$ cat src/rtl/core/wfcc_pkg.sv
`timescale 1ns / 1ps
`default_nettype none
package wfcc_pkg;

  localparam int BYTE_W = 8;
  localparam int CRC_W  = 16;
  localparam int POS_W  = 4;
  localparam int STN_W  = 3;

  localparam logic [CRC_W-1:0] CRC_POLY   = 16'h1021;
  localparam logic [POS_W-1:0] POS_FIRST  = 4'd0;
  localparam logic [POS_W-1:0] POS_CRC_LO = 4'd5;
  localparam logic [POS_W-1:0] POS_RX_HI  = 4'd6;
  localparam logic [POS_W-1:0] POS_RX_LO  = 4'd7;
  localparam logic [POS_W-1:0] POS_LAST   = 4'd9;

  typedef struct packed {
    logic [BYTE_W-1:0] air_byte;
    logic              frame_start;
  } in_word_t;

  typedef struct packed {
    logic [BYTE_W-1:0] data_byte;
    logic [POS_W-1:0]  byte_index;
    logic              frame_done;
    logic              crc_good;
    logic              via_repeater;
    logic [STN_W-1:0]  station_id;
  } out_word_t;

  function automatic logic [BYTE_W-1:0] flip_byte(input logic [BYTE_W-1:0] v);
    logic [BYTE_W-1:0] r;
    for (int i = 0; i < BYTE_W; i++) begin
      r[i] = v[BYTE_W-1-i];
    end
    return r;
  endfunction

  // msb-first crc-16 over one byte
  function automatic logic [CRC_W-1:0] crc_byte(input logic [CRC_W-1:0] crc,
                                                input logic [BYTE_W-1:0] b);
    logic [CRC_W-1:0] c;
    c = crc ^ {b, {(CRC_W-BYTE_W){1'b0}}};
    for (int k = 0; k < BYTE_W; k++) begin
      if (c[CRC_W-1]) begin
        c = {c[CRC_W-2:0], 1'b0} ^ CRC_POLY;
      end else begin
        c = {c[CRC_W-2:0], 1'b0};
      end
    end
    return c;
  endfunction

endpackage
`default_nettype wire

$ cat src/rtl/core/wfcc_frame_stage.sv
`timescale 1ns / 1ps
`default_nettype none
module wfcc_frame_stage (
  input  wire logic                          clk,
  input  wire logic                          rst_n,
  input  wire logic [wfcc_pkg::CRC_W-1:0]    crc_start,
  input  wire logic                          s_valid,
  output      logic                          s_ready,
  input  wire wfcc_pkg::in_word_t            s_word,
  output      logic                          r_valid,
  input  wire logic                          r_ready,
  output      wfcc_pkg::out_word_t           r_word
);
  import wfcc_pkg::*;

  logic [POS_W-1:0]  position_r, position_nxt;
  logic [CRC_W-1:0]  running_r, running_nxt;
  logic [CRC_W-1:0]  received_r, received_nxt;
  logic              direct_r, direct_nxt;
  logic [STN_W-1:0]  station_r, station_nxt;
  logic              valid_r;
  out_word_t         word_r, word_nxt;

  logic              take;
  logic [POS_W-1:0]  pos;
  logic [BYTE_W-1:0] rev;
  logic [CRC_W-1:0]  crc_base;
  logic [CRC_W-1:0]  crc_upd;
  logic              ext_match;

  assign s_ready = !valid_r || r_ready;
  assign take    = s_valid && s_ready;

  assign rev       = flip_byte(s_word.air_byte);
  assign pos       = (s_word.frame_start || position_r > POS_LAST) ? POS_FIRST : position_r;
  assign crc_base  = (pos == POS_FIRST) ? crc_start : running_r;
  assign crc_upd   = crc_byte(crc_base, rev);
  assign ext_match = (crc_upd == received_r);

  always_comb begin
    running_nxt  = crc_base;
    received_nxt = received_r;
    direct_nxt   = direct_r;
    station_nxt  = (pos == POS_FIRST) ? rev[STN_W-1:0] : station_r;
    position_nxt = (pos >= POS_LAST) ? POS_FIRST : pos + 1'b1;

    word_nxt.data_byte    = rev;
    word_nxt.byte_index   = pos;
    word_nxt.frame_done   = 1'b0;
    word_nxt.crc_good     = 1'b0;
    word_nxt.via_repeater = 1'b0;
    word_nxt.station_id   = station_nxt;

    if (pos <= POS_CRC_LO) begin
      running_nxt = crc_upd;
    end else if (pos == POS_RX_HI) begin
      received_nxt = {rev, {(CRC_W-BYTE_W){1'b0}}};
    end else if (pos == POS_RX_LO) begin
      received_nxt = {received_r[CRC_W-1:BYTE_W], rev};
      direct_nxt   = (running_r == {received_r[CRC_W-1:BYTE_W], rev});
    end else begin
      running_nxt = crc_upd;
      if (pos == POS_LAST) begin
        word_nxt.frame_done   = 1'b1;
        word_nxt.crc_good     = (direct_r || ext_match) && (received_r != '0);
        word_nxt.via_repeater = !direct_r && ext_match;
      end
    end
  end

  always_ff @(posedge clk) begin
    if (!rst_n) begin
      valid_r    <= 1'b0;
      position_r <= POS_FIRST;
      running_r  <= '0;
      received_r <= '0;
      direct_r   <= 1'b0;
      station_r  <= '0;
    end else begin
      if (s_ready) begin
        valid_r <= s_valid;
      end
      if (take) begin
        position_r <= position_nxt;
        running_r  <= running_nxt;
        received_r <= received_nxt;
        direct_r   <= direct_nxt;
        station_r  <= station_nxt;
      end
    end
  end

  always_ff @(posedge clk) begin
    if (take) begin
      word_r <= word_nxt;
    end
  end

  assign r_valid = valid_r;
  assign r_word  = word_r;
endmodule
`default_nettype wire

$ cat config.mk
export PLATFORM = sky130hd
export DESIGN_NAME = wfcc_frame_stage
export DESIGN_NICKNAME = d
export VERILOG_FILES = /design/src/rtl/core/wfcc_pkg.sv /design/src/rtl/core/wfcc_frame_stage.sv
export SDC_FILE = /design/constraint.sdc
export NUM_CORES = 1
export LEC_CHECK = 0
export BUFFER_PORTS_ARGS = -buffer_cell sky130_fd_sc_hd__buf_2
export CAP_MARGIN = 20
export CORE_MARGIN = 2
export CORE_UTILIZATION = 50
export CTS_CLUSTER_DIAMETER = 150
export DETAILED_ROUTE_END_ITERATION = 8
export PLACE_DENSITY = 0.72
export SLEW_MARGIN = 30
export SYNTH_ARGS = -nofsm -noshare
export SYNTH_HDL_FRONTEND = slang
export SYNTH_SLANG_ARGS = --single-unit
$ cat constraint.sdc
create_clock -name clk -period 4.2 [get_ports clk]
set_input_delay 0.42 -clock clk [delete_from_list [all_inputs] [get_ports clk]]
set_output_delay 0.42 -clock clk [all_outputs]
set_load 0.1 [all_outputs]
==> impl_metrics.env, run 1 <==
export IMPL_synth_flop_cell="dfxtp_1"
export IMPL_synth_edf_count=18
export IMPL_placed_cells=512
export IMPL_rsz0062_at_grt="no"
export IMPL_use_met2_pct=40.1
export IMPL_synthTopCellsByCount="dfxtp_1 (41), nand2_1 (41), xnor2_1 (31)"
export IMPL_fin_tns_setup_ns=0
export IMPL_clock_sinks=59
export IMPL_whs_ns=0.341
export IMPL_slowest_delay_ns=0.55
export IMPL_drt_pass1_iter_count=5
export IMPL_io_buffers=48
export IMPL_final_area_um2=4130
export IMPL_grt_usage_pct=25.5
export IMPL_outcome="completed"
export IMPL_antenna_left=0
export IMPL_grt_pass1_wl_um=14900
export IMPL_die_area_um2=8030
export IMPL_start_util_pct=51.1
export IMPL_drive_above_1_share_pct=18.6
export IMPL_synthXorXnorAreaFrac_pct=14.0
export IMPL_grt_ovfl_total=0
export IMPL_cts_tree="built"
export IMPL_met1_usage_pct=32.7
export IMPL_die_x_um=89.6
export IMPL_worstSkewPairLatency_ns=0.35
export IMPL_io_pins=49
export IMPL_cts_buffers=9
export IMPL_grt_pass1_vias=2884
export IMPL_fin_crit_ns=3.52
export IMPL_synth_area_per_cell_um2=9.64
export IMPL_netlist_area_leader_share_pct=22.4
export IMPL_synthCells=380
export IMPL_yosysUniqueCellTypes=61
export IMPL_synthTopCellsByArea="dfxtp_1 (22%), edfxtp_1 (15%), xnor2_1 (7.4%)"
export IMPL_critPathLaunchType="register"
export IMPL_first_iter_violations=239
export IMPL_grt_max_degree=42
export IMPL_grt_busiest_layer="met2"
export IMPL_ys_warn_count=0
export IMPL_synth_top_family_by_area="simple AND/OR/NAND/NOR gates"
export IMPL_antenna_found_initial=0
export IMPL_root_buffer="clkbuf_8"
export IMPL_wl_per_cell_um=18.2
export IMPL_crit_top_cell="nor2_1"
export IMPL_period_share_pct=83.9
export IMPL_arrival_ns=3.70
export IMPL_vias=3050
export IMPL_p_leak_nw=1.67
export IMPL_cts_hold_buf=0
export IMPL_dp_final_hpwl_um=6940
export IMPL_placed_area_um2=3940
export IMPL_fin_worst_skew_ns=0.00676
export IMPL_htreeDepth=3
export IMPL_ys_seq_elements=59
export IMPL_totalPowerFinal_mw=1.52
export IMPL_timing_fmax_mhz=284
export IMPL_syn2layout_area_growth_pct=12.6
export IMPL_cp_max_fo=10
export IMPL_cap_violations=0
export IMPL_path_cells="o21a_1, nor2_1, nand2_1, ha_1, inv_1, a2111oi_0, nor2_1, xnor2_2, and3_1, o2111ai_1, nand4bb_1, o31ai_2"
export IMPL_ir_drop_uv=125
export IMPL_vias_per_cell=5.78
export IMPL_ctsResizeCount=0
export IMPL_postCtsSetupRepairBufs=0
export IMPL_cp_end_kind="register"
export IMPL_ys_seq_area_share_pct=37.2
export IMPL_synth_fa_ha_area_share_pct=1.71
export IMPL_cts_buffer_depth=2
export IMPL_p_per_area_nw_per_um2=369
export IMPL_drcViolationCount=0
export IMPL_gp_routability_congestion=0.953
export IMPL_drv_slew=0
export IMPL_async_reset_ff_share_pct=0
export IMPL_die_height_um=89.6
export IMPL_critical_path_slowest_cell="a2111oi_0"
export IMPL_fillers=658
export IMPL_synth_compound_area_share_pct=14.1
export IMPL_wl_um=9590
export IMPL_path_class="reg -> reg"
export IMPL_nets=458
export IMPL_hp_class="in -> reg"
export IMPL_grt_use_met3_pct=4.30
export IMPL_required_ns=4.37
export IMPL_synth_area_um2=3660
export IMPL_synthMuxAreaShare_pct=6.39
export IMPL_synthSimpleGateAreaFrac_pct=22.6
export IMPL_clkSlewWorstSetupHoldPaths_ns=0.06
export IMPL_setup_viol=0
export IMPL_synth_nets=414
export IMPL_fin_cells=528
export IMPL_tightest_slew_ns=0.660
export IMPL_hold_viol_final=0
export IMPL_n_antenna_cell=0
export IMPL_relSlewSlack_pct=55.9
export IMPL_yosysTopAreaCell="dfxtp_1"
export IMPL_row_count=31
export IMPL_core_area_um2=7180
## layout make-up
type | instances | area, um^2 | area share, %
Clock buffer | 14 | 173 | 4.18
Multi-Input combinational cell | 295 | 2150 | 52.2
Sequential cell | 59 | 1360 | 33.0
Timing Repair Buffer | 51 | 263 | 6.37
Clock inverter | 2 | 10.0 | 0.243
Inverter | 8 | 42.5 | 1.03
Tap cell | 99 | 124 | 3.00
## layer usage
layer	wire (um)	vias up
li1	-	1446
met1	4120	1459
met2	4510	116
met3	547	29
met4	411	0
met5	0	-
## power breakdown
part / total (mW) / internal [mW] / switching (mW)
Sequential: 0.646 / 0.620 / 0.0262
Clock: 0.477 / 0.261 / 0.216
Combinational: 0.399 / 0.145 / 0.254
Total: 1.52 / 1.03 / 0.497
## worst paths after layout
kind,startpoint,to,slack (ns),depth (start not counted)
min,s_valid,r_valid$_SDFFE_PN0N_,0.34,3
min reg2reg,received_r[2]$_SDFFE_PN0P_,received_r[2]$_SDFFE_PN0P_,0.50,2
max,position_r[1]$_SDFFE_PN0P_,r_word[4]$_SDFFCE_PP0P_,0.68,12
max reg2reg,position_r[1]$_SDFFE_PN0P_,r_word[4]$_SDFFCE_PP0P_,0.68,12
## cell families after synthesis
logic type | Yosys count
simple gates | 154
fa+ha+maj | 5
compound gates | 65
mux | 23
buf+inv | 26
xor+xnor | 48
flops | 59
## cell usage in the layout (no fill, tap or decap), types with 3 or more instances in the layout
| cell type | synthesis | final |
|---|---|---|
| buf_2 | 0 | 48 |
| nand2_1 | 41 | 41 |
| dfxtp_1 | 41 | 41 |
| xnor2_1 | 31 | 31 |
| nor2_1 | 24 | 24 |
| nor2b_1 | 21 | 21 |
| mux2i_1 | 20 | 20 |
| edfxtp_1 | 18 | 18 |
| nand2b_1 | 15 | 15 |
| clkbuf_8 | 0 | 12 |
| a21boi_0 | 11 | 11 |
| nand3_1 | 9 | 9 |
| xor2_1 | 9 | 9 |
| o21ai_0 | 8 | 8 |
| o211a_1 | 8 | 8 |
| nor3b_1 | 7 | 7 |
| inv_1 | 6 | 6 |
| nor3_1 | 6 | 6 |
| and2_1 | 6 | 6 |
| nor4_1 | 5 | 5 |
| xnor3_1 | 5 | 5 |
| ha_1 | 5 | 5 |
| a21oi_1 | 4 | 4 |
| a22oi_1 | 4 | 4 |
| o2111ai_1 | 4 | 4 |
| nand4_1 | 4 | 4 |
| mux2_2 | 3 | 3 |
| o21a_1 | 3 | 3 |
| o31a_1 | 3 | 3 |
| a32oi_1 | 3 | 3 |
| xnor2_2 | 3 | 3 |
| o211ai_1 | 3 | 3 |
| buf_4 | 2 | 3 |
## critical path: cells and delay by family (launching register included)
family	cells	cell delay, ns
flip-flops	1	0.40
adder cells (fa/ha/maj)	1	0.42
XOR/XNOR	1	0.35
AO/OA/AOI/OAI	4	1.03
AND/OR/NAND/NOR	5	0.90
buffers and inverters	1	0.24
## flip-flops by register name, indices dropped and copies added, names as in the netlist
register and flops:
r_valid 1, direct_r 1, running_r 16, r_word 18, station_r 3, received_r 16, position_r 4
## metrics by stage
stage | util, % | setup slack, ns
after global placement | 55.0 | 0.874
after floorplan | - | 0.731
final | 57.5 | 0.675
after CTS | 57.5 | 0.720
after detailed placement | 55.0 | 0.729
after global routing | 57.5 | 0.388
(Power assumes the default switching activity.)
==> inputs of run 2 (changes only) <==
- clock period: 4.2 -> 3.65 ns (I/O delays scaled with it)
==> run 2 against run 1 <==
Against the previous run: combinational power increased by 14%; maximum frequency is 8.2% higher; global-route usage decreased by 0.11 points; setup slack got worse by 0.28 ns; flip-flop and latch count stayed put; highest routed layer unchanged.
==> impl_metrics.env, run 2 (synthesis gave the netlist of run 1 again) <==
export IMPL_start_util_pct=51.1
export IMPL_hp_class="in -> reg"
export IMPL_final_cell_mix="buf_2 (48), nand2_1 (41), dfxtp_1 (41)"
export IMPL_hold_viol_final=0
export IMPL_n_antenna_cell=0
export IMPL_grt_ovfl_total=0
export IMPL_p_per_area_nw_per_um2=436
export IMPL_totalPowerFinal_mw=1.82
export IMPL_fin_crit_ns=3.26
export IMPL_path_cells="o21a_1, nor2_1, nand2_1, ha_1, buf_4, nand3_2, mux2i_1, xnor3_1, a311oi_2, o2111ai_1, nand4bb_1, nor4_1"
export IMPL_wl_um=9390
export IMPL_ir_drop_uv=179
export IMPL_die_area_um2=8030
export IMPL_grt_pass1_wl_um=14800
export IMPL_placed_cells=515
export IMPL_drive_above_1_share_pct=19.7
export IMPL_outcome="completed"
export IMPL_layout_setup_ws_ns=0.391
export IMPL_row_count=31
export IMPL_wl_per_cell_um=17.7
export IMPL_antenna_left=0
export IMPL_drt_pass1_iter_count=4
export IMPL_syn2layout_area_growth_pct=13.8
export IMPL_setup_viol=0
export IMPL_cts_buffer_depth=2
export IMPL_grt_usage_pct=25.4
export IMPL_worstSkewPairLatency_ns=0.36
export IMPL_cts_hold_buf=0
export IMPL_ctsResizeCount=0
export IMPL_critical_path_slowest_cell="mux2i_1"
export IMPL_drcViolationCount=0
export IMPL_grt_pass1_vias=2873
export IMPL_cp_top_family="simple AND/OR/NAND/NOR gates"
export IMPL_die_x_um=89.6
export IMPL_path_buf_inv=1
export IMPL_core_area_um2=7180
export IMPL_p_leak_nw=1.69
export IMPL_fin_worst_skew_ns=0.0114
export IMPL_htreeDepth=3
export IMPL_utilization_pct=58.1
export IMPL_nets=461
export IMPL_cap_violations=0
export IMPL_placed_area_um2=3970
export IMPL_whs_ns=0.278
export IMPL_rsz0062_at_grt="no"
export IMPL_arrival_ns=3.43
export IMPL_cp_max_fo=11
export IMPL_postCtsSetupRepairBufs=0
export IMPL_cts_tree="built"
export IMPL_grt_max_degree=42
export IMPL_clkSlewWorstSetupHoldPaths_ns=0.07
export IMPL_drv_slew=0
export IMPL_place_ws_ns=0.423
export IMPL_layout_commonest_cell="buf_2"
export IMPL_critPathLaunchType="register"
export IMPL_period_share_pct=89.3
export IMPL_cts_buffers=9
export IMPL_first_iter_violations=187
export IMPL_path_class="reg -> reg"
export IMPL_vias=2986
export IMPL_final_area_um2=4170
export IMPL_vias_per_cell=5.62
export IMPL_relSlewSlack_pct=55.1
export IMPL_largest_reg_flops=18
export IMPL_fin_tns_setup_ns=0
export IMPL_timing_fmax_mhz=307
export IMPL_gp_routability_congestion=0.906
export IMPL_clock_sinks=59
export IMPL_die_height_um=89.6
export IMPL_required_ns=3.82
export IMPL_slowest_delay_ns=0.35
export IMPL_cp_end_kind="register"
export IMPL_dp_final_hpwl_um=6870
export IMPL_fin_cells=531
export IMPL_io_pins=49
export IMPL_root_buffer="clkbuf_8"
export IMPL_io_buffers=48
export IMPL_antenna_found_initial=0
export IMPL_tightest_slew_ns=0.673
-- run 2: routing by layer --
metal	share of wire [%]	vias up	track usage (%)
met2	48	93	41.2
met5	0	-	0
met3	6.1	23	5.12
li1	-	1445	-
met1	43	1425	32.2
met4	2.9	0	12.6
-- run 2: path summary, 6_finish.rpt --
check	start	endpoint	slack [ns]	depth (start not counted)
setup / recovery	position_r[2]$_SDFFE_PN0P_	r_word[3]$_SDFFCE_PP0P_	0.39	12
hold / removal	s_valid	r_valid$_SDFFE_PN0N_	0.28	3
setup reg to reg	position_r[2]$_SDFFE_PN0P_	r_word[3]$_SDFFCE_PP0P_	0.39	12
hold reg to reg	station_r[1]$_SDFFE_PN0P_	station_r[1]$_SDFFE_PN0P_	0.50	2
-- run 2: final cells by class --
type | count | area, um^2
clock buffer | 10 | 138
inverter | 8 | 42.5
sequential | 59 | 1360
clock inverter | 6 | 63.8
multi-input combinational | 295 | 2150
fill | 663 | 3010
tap | 99 | 124
timing repair buffer | 54 | 285
-- run 2: power by group --
part / total (mW) / internal (mW) / leakage (nW) / switching [mW]
sequential: 0.745 / 0.713 / 0.512 / 0.0320
clock: 0.617 / 0.333 / 0.0987 / 0.284
combinational: 0.456 / 0.168 / 1.07 / 0.288
total: 1.82 / 1.21 / 1.69 / 0.604
-- run 2: tightest hold or removal path: cells and delay by family --
kind            cells  cell delay (ns)
buf+inv             2             0.15
compound gates      1             0.07
==> inputs of run 3 (changes only) <==
- ABC_AREA: unset -> 1
==> run 3 against run 2 <==
Against the previous run: synthesized cell count is 44% higher; flip-flop and latch count unchanged; power up 3.7%; wire length up 23%; maximum frequency increased by 0.63%; clock-buffer cell count shrank 1; highest routed layer unchanged.
==> impl_metrics.env, run 3 <==
export IMPL_layout_commonest_cell="nand2_1"
export IMPL_cts_buffers=9
export IMPL_die_x_um=91.0
export IMPL_drt_pass1_iter_count=5
export IMPL_ff2ff_path_depth=21
export IMPL_p_sw_mw=0.665
export IMPL_rsz0062_at_grt="no"
export IMPL_fin_cells=701
export IMPL_tightest_slew_ns=0.894
export IMPL_async_reset_ff_share_pct=0
export IMPL_wl_per_cell_um=16.5
export IMPL_die_area_um2=8290
export IMPL_p_leak_nw=1.94
export IMPL_path_class="reg -> reg"
export IMPL_yosysTopAreaCell="dfxtp_1"
export IMPL_wl_um=11500
export IMPL_ys_seq_area_share_pct=35.9
export IMPL_reg2reg_from="position_r[2]$_SDFFE_PN0P_"
export IMPL_dp_final_hpwl_um=8330
export IMPL_synthTopCellsByCount="nand2_1 (145), inv_1 (66), nand3_1 (65)"
export IMPL_drcViolationCount=0
export IMPL_hold_viol_final=0
export IMPL_synthCells=547
export IMPL_row_count=31
export IMPL_grt_usage_pct=28.1
export IMPL_vias_per_cell=5.73
export IMPL_cts_hold_buf=0
export IMPL_n_antenna_cell=0
export IMPL_htreeDepth=3
export IMPL_synth_nets=581
export IMPL_synth_area_um2=3790
export IMPL_relSlewSlack_pct=40.0
export IMPL_synth_flop_cell="dfxtp_1"
export IMPL_postCtsSetupRepairBufs=0
export IMPL_ys_seq_elements=59
export IMPL_cts_buffer_depth=2
export IMPL_final_cell_mix="nand2_1 (145), inv_1 (66), nand3_1 (65)"
export IMPL_p_per_area_nw_per_um2=436
export IMPL_antenna_left=0
export IMPL_synth_edf_count=18
export IMPL_arrival_ns=3.45
export IMPL_synth_area_per_cell_um2=6.93
export IMPL_p_int_mw=1.22
export IMPL_drive_above_1_share_pct=16.8
export IMPL_hp_class="in -> reg"
export IMPL_reg2reg_to="r_word[4]$_SDFFCE_PP0P_"
export IMPL_root_buffer="clkbuf_8"
export IMPL_clock_sinks=59
export IMPL_yosysUniqueCellTypes=37
export IMPL_start_util_pct=52.0
export IMPL_cp_max_fo=24
export IMPL_cts_tree="built"
export IMPL_grt_max_degree=28
export IMPL_vias=4016
export IMPL_synthTopCellsByArea="dfxtp_1 (22%), nand2_1 (14%), edfxtp_1 (14%)"
export IMPL_timing_fmax_mhz=309
export IMPL_grt_pass1_wl_um=18200
export IMPL_largest_reg_flops=18
export IMPL_clkSlewWorstSetupHoldPaths_ns=0.07
export IMPL_io_pins=49
export IMPL_antenna_found_initial=0
export IMPL_required_ns=3.86
export IMPL_yosysMostFrequentCell="nand2_1"
export IMPL_drv_slew=0
export IMPL_gp_routability_congestion=0.962
export IMPL_whs_ns=0.260
export IMPL_combPwrFrac_pct=25.2
export IMPL_die_height_um=91.0
export IMPL_p_sw_share_pct=35.3
export IMPL_io_buffers=48
export IMPL_core_area_um2=7290
export IMPL_critPathLaunchType="register"
export IMPL_nets=631
export IMPL_first_iter_violations=443
export IMPL_grt_ovfl_total=0
export IMPL_setup_viol=0
export IMPL_fin_tns_setup_ns=0
export IMPL_syn2layout_area_growth_pct=14.2
export IMPL_outcome="completed"
export IMPL_fin_crit_ns=3.24
export IMPL_cap_violations=0
export IMPL_grt_pass1_vias=3706
export IMPL_netlist_area_leader_share_pct=21.7
export IMPL_endpoint="r_word[4]$_SDFFCE_PP0P_"
export IMPL_worstSkewPairLatency_ns=0.36
export IMPL_placed_cells=685
export IMPL_regToRegSetupSlack_ns=0.41
export IMPL_ys_warn_count=0
export IMPL_period_share_pct=88.7
export IMPL_crit_start="position_r[2]$_SDFFE_PN0P_"
export IMPL_p_seq_share_pct=38.9
export IMPL_clock_power_share_pct=35.8
export IMPL_ir_drop_uv=231
export IMPL_ctsResizeCount=0
export IMPL_cp_end_kind="register"
export IMPL_fin_worst_skew_ns=0.00720
run 3: changes by cell type after synthesis, moves of 7 or more:
| cell | delta |
|---|---|
| a21boi_0 | -11 |
| a21oi_1 | +32 |
| inv_1 | +60 |
| mux2i_1 | -20 |
| nand2_1 | +104 |
| nand2_2 | +13 |
| nand2b_1 | -15 |
| nand3_1 | +56 |
| nand4_1 | +17 |
| nor2b_1 | -21 |
| nor3b_1 | -7 |
| o21ai_0 | +17 |
| xnor2_1 | -23 |
run 3: cell type report:
| cell class | instances | area, um^2 |
|---|---|---|
| repair buffers | 58 | 315 |
| fillers | 714 | 2970 |
| multi-input cells | 397 | 2040 |
| clock inverters | 7 | 92.6 |
| well taps | 99 | 124 |
| clock buffers | 9 | 124 |
| flip-flops and latches | 59 | 1360 |
| inverters | 72 | 270 |
run 3: metrics by stage:
| step | setup WS, ns | util (%) | area (um^2) | total power, mW |
|---|---|---|---|---|
| after CTS | 0.464 | 59.3 | 4330 | 1.88 |
| after floorplan | 0.189 | - | 3790 | 1.10 |
| after global placement | 0.586 | 56.4 | 4110 | 1.21 |
| after global routing | 0.146 | 59.3 | 4330 | 1.96 |
| after detailed placement | 0.423 | 56.4 | 4110 | 1.22 |
| final | 0.411 | 59.3 | 4330 | 1.89 |
run 3: cells by family after synthesis:
| kind of cell | Yosys count | share of synthesized area [%] |
|---|---|---|
| simple gates | 284 | 34.0 |
| fa+ha+maj | 5 | 1.65 |
| xor+xnor | 18 | 4.16 |
| compound gates | 90 | 14.0 |
| flops | 59 | 35.9 |
| buf+inv | 91 | 10.2 |
run 3: worst min-delay path by stage:
stage / slack (ns) / startpoint / depth (start not counted) / end
5_1_grt: 0.26 / s_word[6] / 1 / r_word[12]$_DFFE_PP_
3_3_place_gp: 0.46 / position_r[0]$_SDFFE_PN0P_ / 2 / position_r[0]$_SDFFE_PN0P_
3_5_place_dp: 0.48 / position_r[0]$_SDFFE_PN0P_ / 2 / position_r[0]$_SDFFE_PN0P_
4_1_cts: 0.25 / s_word[6] / 1 / r_word[12]$_DFFE_PP_
2_1_floorplan: 0.45 / position_r[0]$_SDFFE_PN0P_ / 2 / position_r[0]$_SDFFE_PN0P_
6_report: 0.26 / s_word[6] / 1 / r_word[12]$_DFFE_PP_
run 3: worst max-delay path: stages, from the launching register on:
cell and delay, ns:
dfxtp_1 0.35, nor2_2 0.14, o21ai_0 0.11, nor2_1 0.27, inv_1 0.17, ha_1 0.25
nand3_2 0.09, buf_4 0.30, nand2_1 0.14, nand2_1 0.10, nand2_1 0.08, nand2_1 0.15
nand2_1 0.09, nand2_2 0.14, nand2_1 0.09, nand2_1 0.09, nand2_1 0.06, nand2_1 0.10
nand3_1 0.08, nor2_1 0.10, nand2_1 0.07, a21oi_1 0.12
run 3: power by group through the flow:
stage	Sequential (mW)	Combinational, mW	Clock, mW
5_1_grt	0.737	0.519	0.706
3_5_place_dp	0.748	0.467	0
6_report	0.734	0.476	0.676
3_3_place_gp	0.747	0.459	0
4_1_cts	0.734	0.469	0.677
2_1_floorplan	0.834	0.263	0
run 3: per-layer routing:
layer / track usage [%] / share of wire (%) / vias up
met1: 35.5 / 41 / 1839
met5: 0 / 0 / -
li1: - / - / 1933
met2: 44.5 / 47 / 206
met3: 5.56 / 8.6 / 38
met4: 16.4 / 3.5 / 0
